==> config.mk <==
export PLATFORM = sky130hd
export DESIGN_NAME = fsg_queue
export DESIGN_NICKNAME = d
export VERILOG_FILES = /design/src/hw/rtl/fsg_pkg.sv /design/src/hw/rtl/fsg_queue.sv
export SDC_FILE = /design/constraint.sdc
export NUM_CORES = 1
export LEC_CHECK = 0
export BUFFER_PORTS_ARGS = -buffer_cell sky130_fd_sc_hd__buf_4
export CAP_MARGIN = 10
export CORE_MARGIN = 3
export CORE_UTILIZATION = 32
export CTS_CLUSTER_SIZE = 20
export DETAILED_ROUTE_END_ITERATION = 6
export PLACE_DENSITY = 0.6
export SKIP_CTS_REPAIR_TIMING = 1
export SLEW_MARGIN = 40
export SYNTH_ARGS = -nofsm -noshare
export SYNTH_HDL_FRONTEND = slang
export SYNTH_SLANG_ARGS = --single-unit
export TNS_END_PERCENT = 5
==> constraint.sdc <==
create_clock -name clock -period 6.05 [get_ports clock]
set_input_delay 1.21 -clock clock [delete_from_list [all_inputs] [get_ports clock]]
set_output_delay 1.21 -clock clock [all_outputs]
set_load 0.01 [all_outputs]
==> src/hw/rtl/fsg_pkg.sv <==
// Shared types and constants for the falling sand grid block.
`timescale 1ns / 1ps
package fsg_pkg;

   localparam int COORD_W = 12;

   localparam logic [1:0] KIND_PAINT = 2'd0;
   localparam logic [1:0] KIND_SWEEP = 2'd1;
   localparam logic [1:0] KIND_READ  = 2'd2;

   localparam logic [2:0] MAT_EMPTY = 3'd0;
   localparam logic [2:0] MAT_SAND  = 3'd1;

   localparam logic [15:0] LFSR_TAPS   = 16'hB400;
   localparam logic [7:0]  BRUSH_RESET = 8'd64;
   localparam logic [15:0] SEED_RESET  = 16'd1;

   localparam logic CSR_BRUSH_SIZE  = 1'b0;
   localparam logic CSR_RANDOM_SEED = 1'b1;

   typedef enum logic [1:0] {
      OP_PAINT,
      OP_SWEEP,
      OP_READ,
      OP_NONE
   } cmd_op_type;

   typedef struct packed {
      cmd_op_type         op;
      logic               in_grid;
      logic [2:0]         material;
      logic [COORD_W-1:0] x_lo;
      logic [COORD_W-1:0] x_hi;
      logic [COORD_W-1:0] y_lo;
      logic [COORD_W-1:0] y_hi;
   } cmd_type;

   typedef struct packed {
      logic clearing;
      logic idle;
   } back_status_type;

   typedef enum logic [3:0] {
      ST_CLEAR,
      ST_IDLE,
      ST_PAINT,
      ST_READ,
      ST_READ_WAIT,
      ST_SCAN,
      ST_HERE,
      ST_BELOW,
      ST_DIAG,
      ST_MOVE,
      ST_DONE
   } back_state_type;

endpackage

==> src/hw/rtl/fsg_queue.sv <==
// Two-entry command queue between the front end and the grid engine.
`timescale 1ns / 1ps
module fsg_queue
   import fsg_pkg::*;
(
   input  logic    clock,
   input  logic    reset,
   input  logic    push,
   input  cmd_type push_cmd,
   input  logic    pop,
   output logic    full,
   output logic    not_empty,
   output cmd_type head_cmd
);

   cmd_type    slot_ff [2];
   logic       wr_ptr_ff;
   logic       wr_ptr_in;
   logic       rd_ptr_ff;
   logic       rd_ptr_in;
   logic [1:0] count_ff;
   logic [1:0] count_in;

   assign full      = count_ff == 2'd2;
   assign not_empty = count_ff != 2'd0;
   assign head_cmd  = slot_ff[rd_ptr_ff];

   always_comb begin
      wr_ptr_in = push ? !wr_ptr_ff : wr_ptr_ff;
      rd_ptr_in = pop ? !rd_ptr_ff : rd_ptr_ff;
      count_in  = count_ff + 2'(push) - 2'(pop);
   end

   always_ff @(posedge clock) begin
      if (reset) begin
         wr_ptr_ff <= 1'b0;
         rd_ptr_ff <= 1'b0;
         count_ff  <= 2'd0;
      end else begin
         wr_ptr_ff <= wr_ptr_in;
         rd_ptr_ff <= rd_ptr_in;
         count_ff  <= count_in;
      end
   end

   always_ff @(posedge clock) begin
      if (push) begin
         slot_ff[wr_ptr_ff] <= push_cmd;
      end
   end

endmodule

==> run summary <==
clock transition at the registers of the reported paths = 0.05 ns
Mean Syn Cell Area = 23.12 um^2
leakage = 0.002338 uW
initial core utilization = 32.86%
clk_lat worst skew = 0.40 ns
largest cells by area after synthesis = edfxtp_1 (74%), mux2_4 (17%), buf_12 (2.3%)
required time worst endpoint = 4.84 ns
CP cell instances = buf_12 > mux2_2 > buf_4
EDFF count, synth = 108
PnR worst setup slack = 3.094 ns
register area = 3347 um^2
period utilization = 48.86%
# rows = 42
Core Area = 13300 um^2
Synth area leader = edfxtp_1
Synth top area share = 74.23%
number of global-route vias before repair = 2282
drt via density = 4.207
Inserted Diodes = 0
CTS tree = built
slowest stage cell, crit path = dfxtp_4
Setup Viol. Count Final = 0
first drt pass iteration count = 4
TritonCTS Sinks = 113
GR Overflow Total = 0
sequential element share of the synthesized area = 76.52%
Hold Crit Start = rd_ptr_ff
clock buffer depth = 2
GRT busiest layer = met2
ys flop type = edfxtp_1
Pwr Density = 345.7 nW/um^2
GPL Wtd Cong = 0.6520
FILL cells = 1174
DRC viols = 0
die area = 15090 um^2
RSZ-0062 raised after global routing = no
PortBufs = 113
clock root buffer = clkbuf_16
H-tree depth = 4
CP endpoint kind = output port
met1 Use GR = 11.72%
top cells by count, synth = edfxtp_1 (108), mux2_4 (50), buf_12 (5), dfxtp_1 (5)
largest net degree at the start of global routing = 40
startpoint types = register
worst flop-to-flop path endpoint = slot_ff[1][47]
outcome = complete, no violations
Max-Slew Margin vs Limit = 62.30%
Crit Path Class = reg -> out
Distinct cells, synth = 14
Ys Warns = 0
met3 usage = 5.161%
Fmax = 0.3383 GHz
most frequent cell after synthesis = edfxtp_1
Seq cells post-synth = 113
Die X = 122.9 um
Max VDD drop = 0.1357 mV
Worst Setup EP = head_cmd[53]
Arr. time, crit path = 1.75 ns
via count = 2133
HP Class = reg -> reg
path depth of the worst reg2reg path = 2
Critical R2R Launch = wr_ptr_ff
max-cap violation count = 0
Multi-input gate area = 915.9 um^2
grt met2 use = 17.05%
initial DRC count = 53
I/O pin cnt = 114
Largest stage delay, worst path = 0.60 ns
Worst Clk Skew = 0.003862 ns
fraction of layout cells with a size suffix above 1 = 59.82%
hpwl dp = 4.917 mm
die span in y = 122.9 um
worst-margin pin slew = 0.5655 ns
Final Max Slew Viols = 0
first-pass GRT wire length = 11.64 mm
critical path fanouts, max = 19
Synth-to-Final Area Change = 35.14%
Syn Inst Count = 189
worst slack, placed = 3.274 ns
GR Util All Layers = 10.70%
Post-Route WL = 7.466 mm
min cycle time layout = 2.956 ns
r2r setup slk = 4.29 ns
initial antenna violation count = 0
Final Net Count = 379
Mapped Nets = 249
Post-synth ARST share = 0%
WL/cell = 14.73 um
Post-Syn Area = 4369 um^2
Final Hold Viols = 0
CTS Buf Count = 17
Setup TNS = 0 ns
remaining antenna violation count after routing = 0
-- placed cells by master, fill, tap and decap left out, drive strengths merged --
cell type	instances
buf	117
edfxtp	108
mux2	54
clkbuf	21
clkinv	9
dfxtp	5
nor2	4
nor2b	3
inv	2
xnor2	2
ha	2
or2	1
and2	1
xnor3	1
bufinv	1
-- registers in the layout (all words and copies together) (netlist names), named ones only --
register,flops
count_ff,2
rd_ptr_ff,1
slot_ff,108
wr_ptr_ff,1
-- critical path, delay by kind of cell (launching register included) --
family | cells | cell delay [ns]
flops | 1 | 0.60
mux | 1 | 0.35
buf+inv | 2 | 0.38
-- power by group --
part	internal, uW	switching, uW	leakage, uW	total, uW
combinational	153	102	0.00103	255
sequential	915	20.6	0.00106	936
clock	549	301	0.000254	850
total	1620	424	0.00234	2040
-- how the worst min path moves through the flow --
stage / cells past startpoint / slack [ns] / endpoint
2_1_floorplan: 2 / 0.48 / register
3_3_place_gp: 2 / 0.49 / register
3_5_place_dp: 2 / 0.50 / rd_ptr_ff
4_1_cts: 2 / 0.52 / rd_ptr_ff
5_1_grt: 2 / 0.54 / register
6_report: 2 / 0.51 / rd_ptr_ff
-- metal layers --
metal / up-vias / part of all wire [%]
met2: 76 / 51
met3: 16 / 8.0
li1: 1000 / -
met5: - / 0
met4: 0 / 2.1
met1: 1041 / 39
-- cell type report --
class                      count  area share, %
timing repair buffer         117          15.30
clock inverter                10          1.187
tap                          176          3.730
multi-input combinational     68          15.51
inverter                       2         0.1271
clock buffer                  21          7.459
sequential                   113          56.69
-- stage by stage --
| step | std cells | hold WS [ns] | cell area (um^2) | util (%) | total power [uW] |
|---|---|---|---|---|---|
| finish | 507 | 0.5133 | 5904 | 44.41 | 2041 |
| global route | 507 | 0.5405 | 5904 | 44.41 | 2131 |
| CTS | 507 | 0.5168 | 5904 | 44.41 | 2077 |
| detailed placement | 476 | 0.5040 | 5394 | 40.57 | 1212 |
| global placement | 474 | 0.4912 | 5354 | 40.27 | 1203 |
| floorplan | 189 | 0.4799 | 4369 | - | 1098 |
-- cell families (layout without fill, tap and decap cells) --
kind of cell	after synthesis	count (layout)	synth area share, %
flops	113	113	76.52
mux	54	54	18.21
buf+inv	8	150	2.721
xor+xnor	3	3	0.9164
fa+ha+maj	2	2	0.5726
simple gates	9	9	1.060
(Power assumes the default switching activity.)
