--- src/hw/rtl/fsg_pkg.sv ---
// Shared types and constants for the falling sand grid block.
`timescale 1ns / 1ps
package fsg_pkg;

   localparam int COORD_W = 12;

   localparam logic [1:0] KIND_PAINT = 2'd0;
   localparam logic [1:0] KIND_SWEEP = 2'd1;
   localparam logic [1:0] KIND_READ  = 2'd2;

   localparam logic [2:0] MAT_EMPTY = 3'd0;
   localparam logic [2:0] MAT_SAND  = 3'd1;

   localparam logic [15:0] LFSR_TAPS   = 16'hB400;
   localparam logic [7:0]  BRUSH_RESET = 8'd64;
   localparam logic [15:0] SEED_RESET  = 16'd1;

   localparam logic CSR_BRUSH_SIZE  = 1'b0;
   localparam logic CSR_RANDOM_SEED = 1'b1;

   typedef enum logic [1:0] {
      OP_PAINT,
      OP_SWEEP,
      OP_READ,
      OP_NONE
   } cmd_op_type;

   typedef struct packed {
      cmd_op_type         op;
      logic               in_grid;
      logic [2:0]         material;
      logic [COORD_W-1:0] x_lo;
      logic [COORD_W-1:0] x_hi;
      logic [COORD_W-1:0] y_lo;
      logic [COORD_W-1:0] y_hi;
   } cmd_type;

   typedef struct packed {
      logic clearing;
      logic idle;
   } back_status_type;

   typedef enum logic [3:0] {
      ST_CLEAR,
      ST_IDLE,
      ST_PAINT,
      ST_READ,
      ST_READ_WAIT,
      ST_SCAN,
      ST_HERE,
      ST_BELOW,
      ST_DIAG,
      ST_MOVE,
      ST_DONE
   } back_state_type;

endpackage

--- src/hw/rtl/fsg_req_if.sv ---
// Input item channel carrying grid commands.
`timescale 1ns / 1ps
interface fsg_req_if;
   logic       valid;
   logic       ready;
   logic [1:0] kind;
   logic [7:0] x_pos;
   logic [7:0] y_pos;
   logic [2:0] material;

   modport source (output valid, kind, x_pos, y_pos, material, input ready);
   modport sink (input valid, kind, x_pos, y_pos, material, output ready);
endinterface

--- src/hw/rtl/fsg_front.sv ---
// Front end: accepts items, decodes the kind and clips the brush box to the grid.
`timescale 1ns / 1ps
module fsg_front
   import fsg_pkg::*;
#(
   parameter int GRID_WIDTH  = 256,
   parameter int GRID_HEIGHT = 256
) (
   fsg_req_if.sink        req_ch,
   input  logic [7:0]     brush_size,
   input  back_status_type status,
   input  logic           queue_full,
   output logic           push,
   output cmd_type        cmd
);

   localparam logic [COORD_W:0] X_MAX = (COORD_W+1)'(GRID_WIDTH - 1);
   localparam logic [COORD_W:0] Y_MAX = (COORD_W+1)'(GRID_HEIGHT - 1);

   logic [COORD_W:0] half;
   logic [COORD_W:0] x_full;
   logic [COORD_W:0] y_full;
   logic [COORD_W:0] x_sum;
   logic [COORD_W:0] y_sum;
   logic [COORD_W:0] x_lo;
   logic [COORD_W:0] x_hi;
   logic [COORD_W:0] y_lo;
   logic [COORD_W:0] y_hi;

   assign req_ch.ready = !queue_full && !status.clearing;
   assign push         = req_ch.valid && req_ch.ready;

   always_comb begin
      half   = (COORD_W+1)'(brush_size[7:1]);
      x_full = (COORD_W+1)'(req_ch.x_pos);
      y_full = (COORD_W+1)'(req_ch.y_pos);
      x_sum  = x_full + half;
      y_sum  = y_full + half;
      x_lo   = (x_full >= half) ? (x_full - half) : '0;
      y_lo   = (y_full >= half) ? (y_full - half) : '0;
      x_hi   = (x_sum > X_MAX) ? X_MAX : x_sum;
      y_hi   = (y_sum > Y_MAX) ? Y_MAX : y_sum;

      cmd          = '0;
      cmd.material = req_ch.material;
      unique case (req_ch.kind)
         KIND_PAINT: begin
            cmd.op      = OP_PAINT;
            cmd.in_grid = (x_lo <= x_hi) && (y_lo <= y_hi);
            cmd.x_lo    = x_lo[COORD_W-1:0];
            cmd.x_hi    = x_hi[COORD_W-1:0];
            cmd.y_lo    = y_lo[COORD_W-1:0];
            cmd.y_hi    = y_hi[COORD_W-1:0];
         end
         KIND_SWEEP: begin
            cmd.op = OP_SWEEP;
         end
         KIND_READ: begin
            cmd.op      = OP_READ;
            cmd.in_grid = (x_full <= X_MAX) && (y_full <= Y_MAX);
            cmd.x_lo    = x_full[COORD_W-1:0];
            cmd.y_lo    = y_full[COORD_W-1:0];
         end
         default: begin
            cmd.op = OP_NONE;
         end
      endcase
   end

endmodule

--- src/flat_wrapper.sv ---
// flat-port wrapper written by rule: the top's interface ports become plain ports
module fsg_front_flat import fsg_pkg::*;
#(
   parameter int GRID_WIDTH  = 256,
   parameter int GRID_HEIGHT = 256
)
  (brush_size, status, queue_full, push, cmd, req_ch_valid, req_ch_kind, req_ch_x_pos, req_ch_y_pos, req_ch_material, req_ch_ready);
  fsg_req_if req_ch_i ();
  input  logic [7:0] brush_size;
  input  back_status_type status;
  input  logic queue_full;
  output logic push;
  output cmd_type cmd;
  input wire logic [$bits(req_ch_i.valid)-1:0] req_ch_valid;
  input wire logic [$bits(req_ch_i.kind)-1:0] req_ch_kind;
  input wire logic [$bits(req_ch_i.x_pos)-1:0] req_ch_x_pos;
  input wire logic [$bits(req_ch_i.y_pos)-1:0] req_ch_y_pos;
  input wire logic [$bits(req_ch_i.material)-1:0] req_ch_material;
  output wire logic [$bits(req_ch_i.ready)-1:0] req_ch_ready;
  assign req_ch_i.valid = req_ch_valid;
  assign req_ch_i.kind = req_ch_kind;
  assign req_ch_i.x_pos = req_ch_x_pos;
  assign req_ch_i.y_pos = req_ch_y_pos;
  assign req_ch_i.material = req_ch_material;
  assign req_ch_ready = req_ch_i.ready;
  fsg_front #(.GRID_WIDTH(GRID_WIDTH), .GRID_HEIGHT(GRID_HEIGHT)) u_core (.req_ch(req_ch_i), .brush_size(brush_size), .status(status), .queue_full(queue_full), .push(push), .cmd(cmd));
endmodule
--- config.mk ---
export PLATFORM = sky130hd
export DESIGN_NAME = fsg_front_flat
export DESIGN_NICKNAME = d
export VERILOG_FILES = /design/src/hw/rtl/fsg_pkg.sv /design/src/hw/rtl/fsg_req_if.sv /design/src/hw/rtl/fsg_front.sv /design/src/flat_wrapper.sv
export SDC_FILE = /design/constraint.sdc
export NUM_CORES = 1
export LEC_CHECK = 0
export BUFFER_PORTS_ARGS = -buffer_cell sky130_fd_sc_hd__buf_2
export CORE_UTILIZATION = 45
export DETAILED_ROUTE_END_ITERATION = 10
export MAX_ROUTING_LAYER = met4
export PLACE_DENSITY = 0.77
export SYNTH_ARGS = -nofsm -noshare
export SYNTH_HDL_FRONTEND = slang
export SYNTH_SLANG_ARGS = --single-unit
--- constraint.sdc ---
create_clock -name vclk -period 16
set_clock_uncertainty 0.2 [all_clocks]
set_input_delay 3.2 -clock vclk [all_inputs]
set_output_delay 3.2 -clock vclk [all_outputs]
set_load 0.005 [all_outputs]
==> flow_summary.ini <==
[status]
status = finished clean

[grt]
antenna_found_initial = 0
grt_max_degree = 24
grtUsageTotal = 0.229
grt_pass1_vias = 2439
grt_pass1_wl_um = 11100
grt_overflow_total = 0

[clocking]
cts-resized-gates = 0
cts_hold_buf = 0
post_cts_buffers = 0

[synthesis]
synth_cell_type_count = 61
synth-simple-area-share = 0.237
synth_xor_area_frac = 0.0450
synth_commonest_cells = 46 x ha_1, 37 x a21oi_1, 34 x nor2_1, 31 x inv_1, 21 x nand2_1
syn-cell-area_um2 = 2530
synth_top_area_cell = ha_1
synthCells = 361
yosys_warnings = 0
synth_compound_area_frac = 0.315
synth_area_leaders = ha_1 23%, a21oi_1 7.3%, buf_4 5.3%
avgSynthCellArea_um2 = 7.00
synth_top_family_by_area = compound AO/OA/AOI/OAI gates
synthAdderAreaFrac = 0.259
synth.most_common_cell = ha_1
ys_seq_area_frac = 0
yosysTopAreaCellShare = 0.228
synthMuxAreaShare = 0.00396

[flow_run]
max_cap_viol_count = 0

[placed_design]
gp_congestion = 0.862
portBuffers = 73
placed_area_um2 = 2780
post-dp-hpwl_um = 5370
pre_cts_slack_ns = 5.61

[route]
drt_pass1_iterations = 4
vias_per_cell = 5.57
wl_per_cell_um = 14.0
ant_nets = 0
vias = 2648
drc_errors = 0
drt_iter0_markers = 149
wl_um = 6640

[sta]
hold_violations = 0
finalSetupTns_ns = 0
slew_violations = 0
fmax_mhz = 95.2
rsz0062_at_grt = false
setup_viol = 0
min_period_ns = 10.51
slew_headroom = 0.447
finalCritPeriodShare = 0.657
setup_ws_ns = 5.49
worstMarginPinSlew_ns = 0.830

[final_layout]
fill_cells = 552
drive_above_1_share = 0.222
stdcell_area_um2 = 2780
utilization = 0.528
seq_area_um2 = 0
design.seq.count = 0
syn_to_final_growth_pct = 10.0
final.clkbuf_count = 0
multi_input_area_um2 = 2210
nets = 490
n_antenna_cell = 0

[worst_hold_path]
min_path_type = input pin to primary output

[floorplanning]
pin_count = 89
die_x_um = 77.0
coreArea_um2 = 5270
row_count = 26
die_height_um = 77.0
start_util = 0.480
die_area_um2 = 5920

[worst_setup_path]
crit_fanout = 12
worst_path_max_delay_cell = o21ai_1
crit_chain = buf_2 -> ha_1 -> fa_1 -> nand2b_1 -> a21oi_1 -> o311ai_2 -> a21oi_1 -> o21ai_1 -> and2_1 -> ha_1 -> o21ai_0 -> a21oi_1 -> o21a_1 -> a2111oi_0 -> o211ai_2 -> a31oi_1 -> buf_2
cp.required_ns = 12.60
path_class = input pin to primary output
cp-end-kind = primary output
slowest_delay_ns = 0.59
worstPathArrival_ns = 7.11
startpoint_type = input pin
cp_common_cell = a21oi_1

[power]
powerDensity_nw_per_um2 = 43.1
ir_worst_vdd_mv = 0.0164
p_leak_nw = 1.41
[cells by family after synthesis]
logic type	Yosys count
simple gates	116
buf+inv	68
xor+xnor	13
other cells	2
fa+ha+maj	50
mux	1
compound gates	111
[worst max-delay path: cells and delay by family]
kind            cells  cell delay, ns
simple gates        2            0.33
fa+ha+maj           3            0.87
buf+inv             2            0.26
compound gates     10            2.45
[report_power, final]
part / internal (mW) / switching, mW
registers: 0 / 0
clock network: 0 / 0
logic: 0.0517 / 0.0683
total: 0.0517 / 0.0683
[cells in the final DEF, fill, tap and decap left out, types with 3 or more instances in the layout]
| cell type | instances |
|---|---|
| nand4_1 | 6 |
| nand2_1 | 21 |
| ha_1 | 46 |
| a22oi_1 | 3 |
| fa_1 | 4 |
| nor3_1 | 6 |
| xor2_1 | 4 |
| or3_1 | 3 |
| o21bai_1 | 3 |
| nand3_1 | 5 |
| a21oi_1 | 37 |
| o31ai_1 | 10 |
| and2_1 | 16 |
| o21ai_0 | 13 |
| or2_2 | 3 |
| o21a_1 | 10 |
| inv_1 | 31 |
| nor2_1 | 34 |
| xnor2_1 | 9 |
| nand2b_1 | 10 |
| conb_1 | 10 |
| o211ai_1 | 4 |
| buf_2 | 73 |
[routing by layer]
layer / vias up / GRT usage / part of all wire
li1: 1348 / - / -
met1: 1185 / 0.313 / 0.49
met2: 101 / 0.365 / 0.44
met3: 14 / 0.0190 / 0.054
met4: 0 / 0.0462 / 0.016
met5: - / - / 0
[path summary, 6_finish.rpt]
kind / from / end / slack, ns / cells after the start
worst min-delay path: req_ch_material[0] / cmd[48] / 6.20 / 0
worst max-delay path: brush_size[1] / cmd[51] / 5.49 / 17
[area by class of cell]
type | count | share of cell area
Inverter | 31 | 0.0418
Multi-Input combinational cell | 301 | 0.795
Tap cell | 70 | 0.0315
Timing Repair Buffer | 73 | 0.131
[through the flow]
stage                     hold slack [ns]  std cells  power [mW]
final                                6.20        475       0.120
after global routing                 6.20        475       0.134
after CTS                            6.20        475       0.118
after detailed placement             6.20        475       0.117
after global placement               6.20        475       0.115
after floorplan                      6.23        369      0.0900
(Power assumes the default switching activity.)
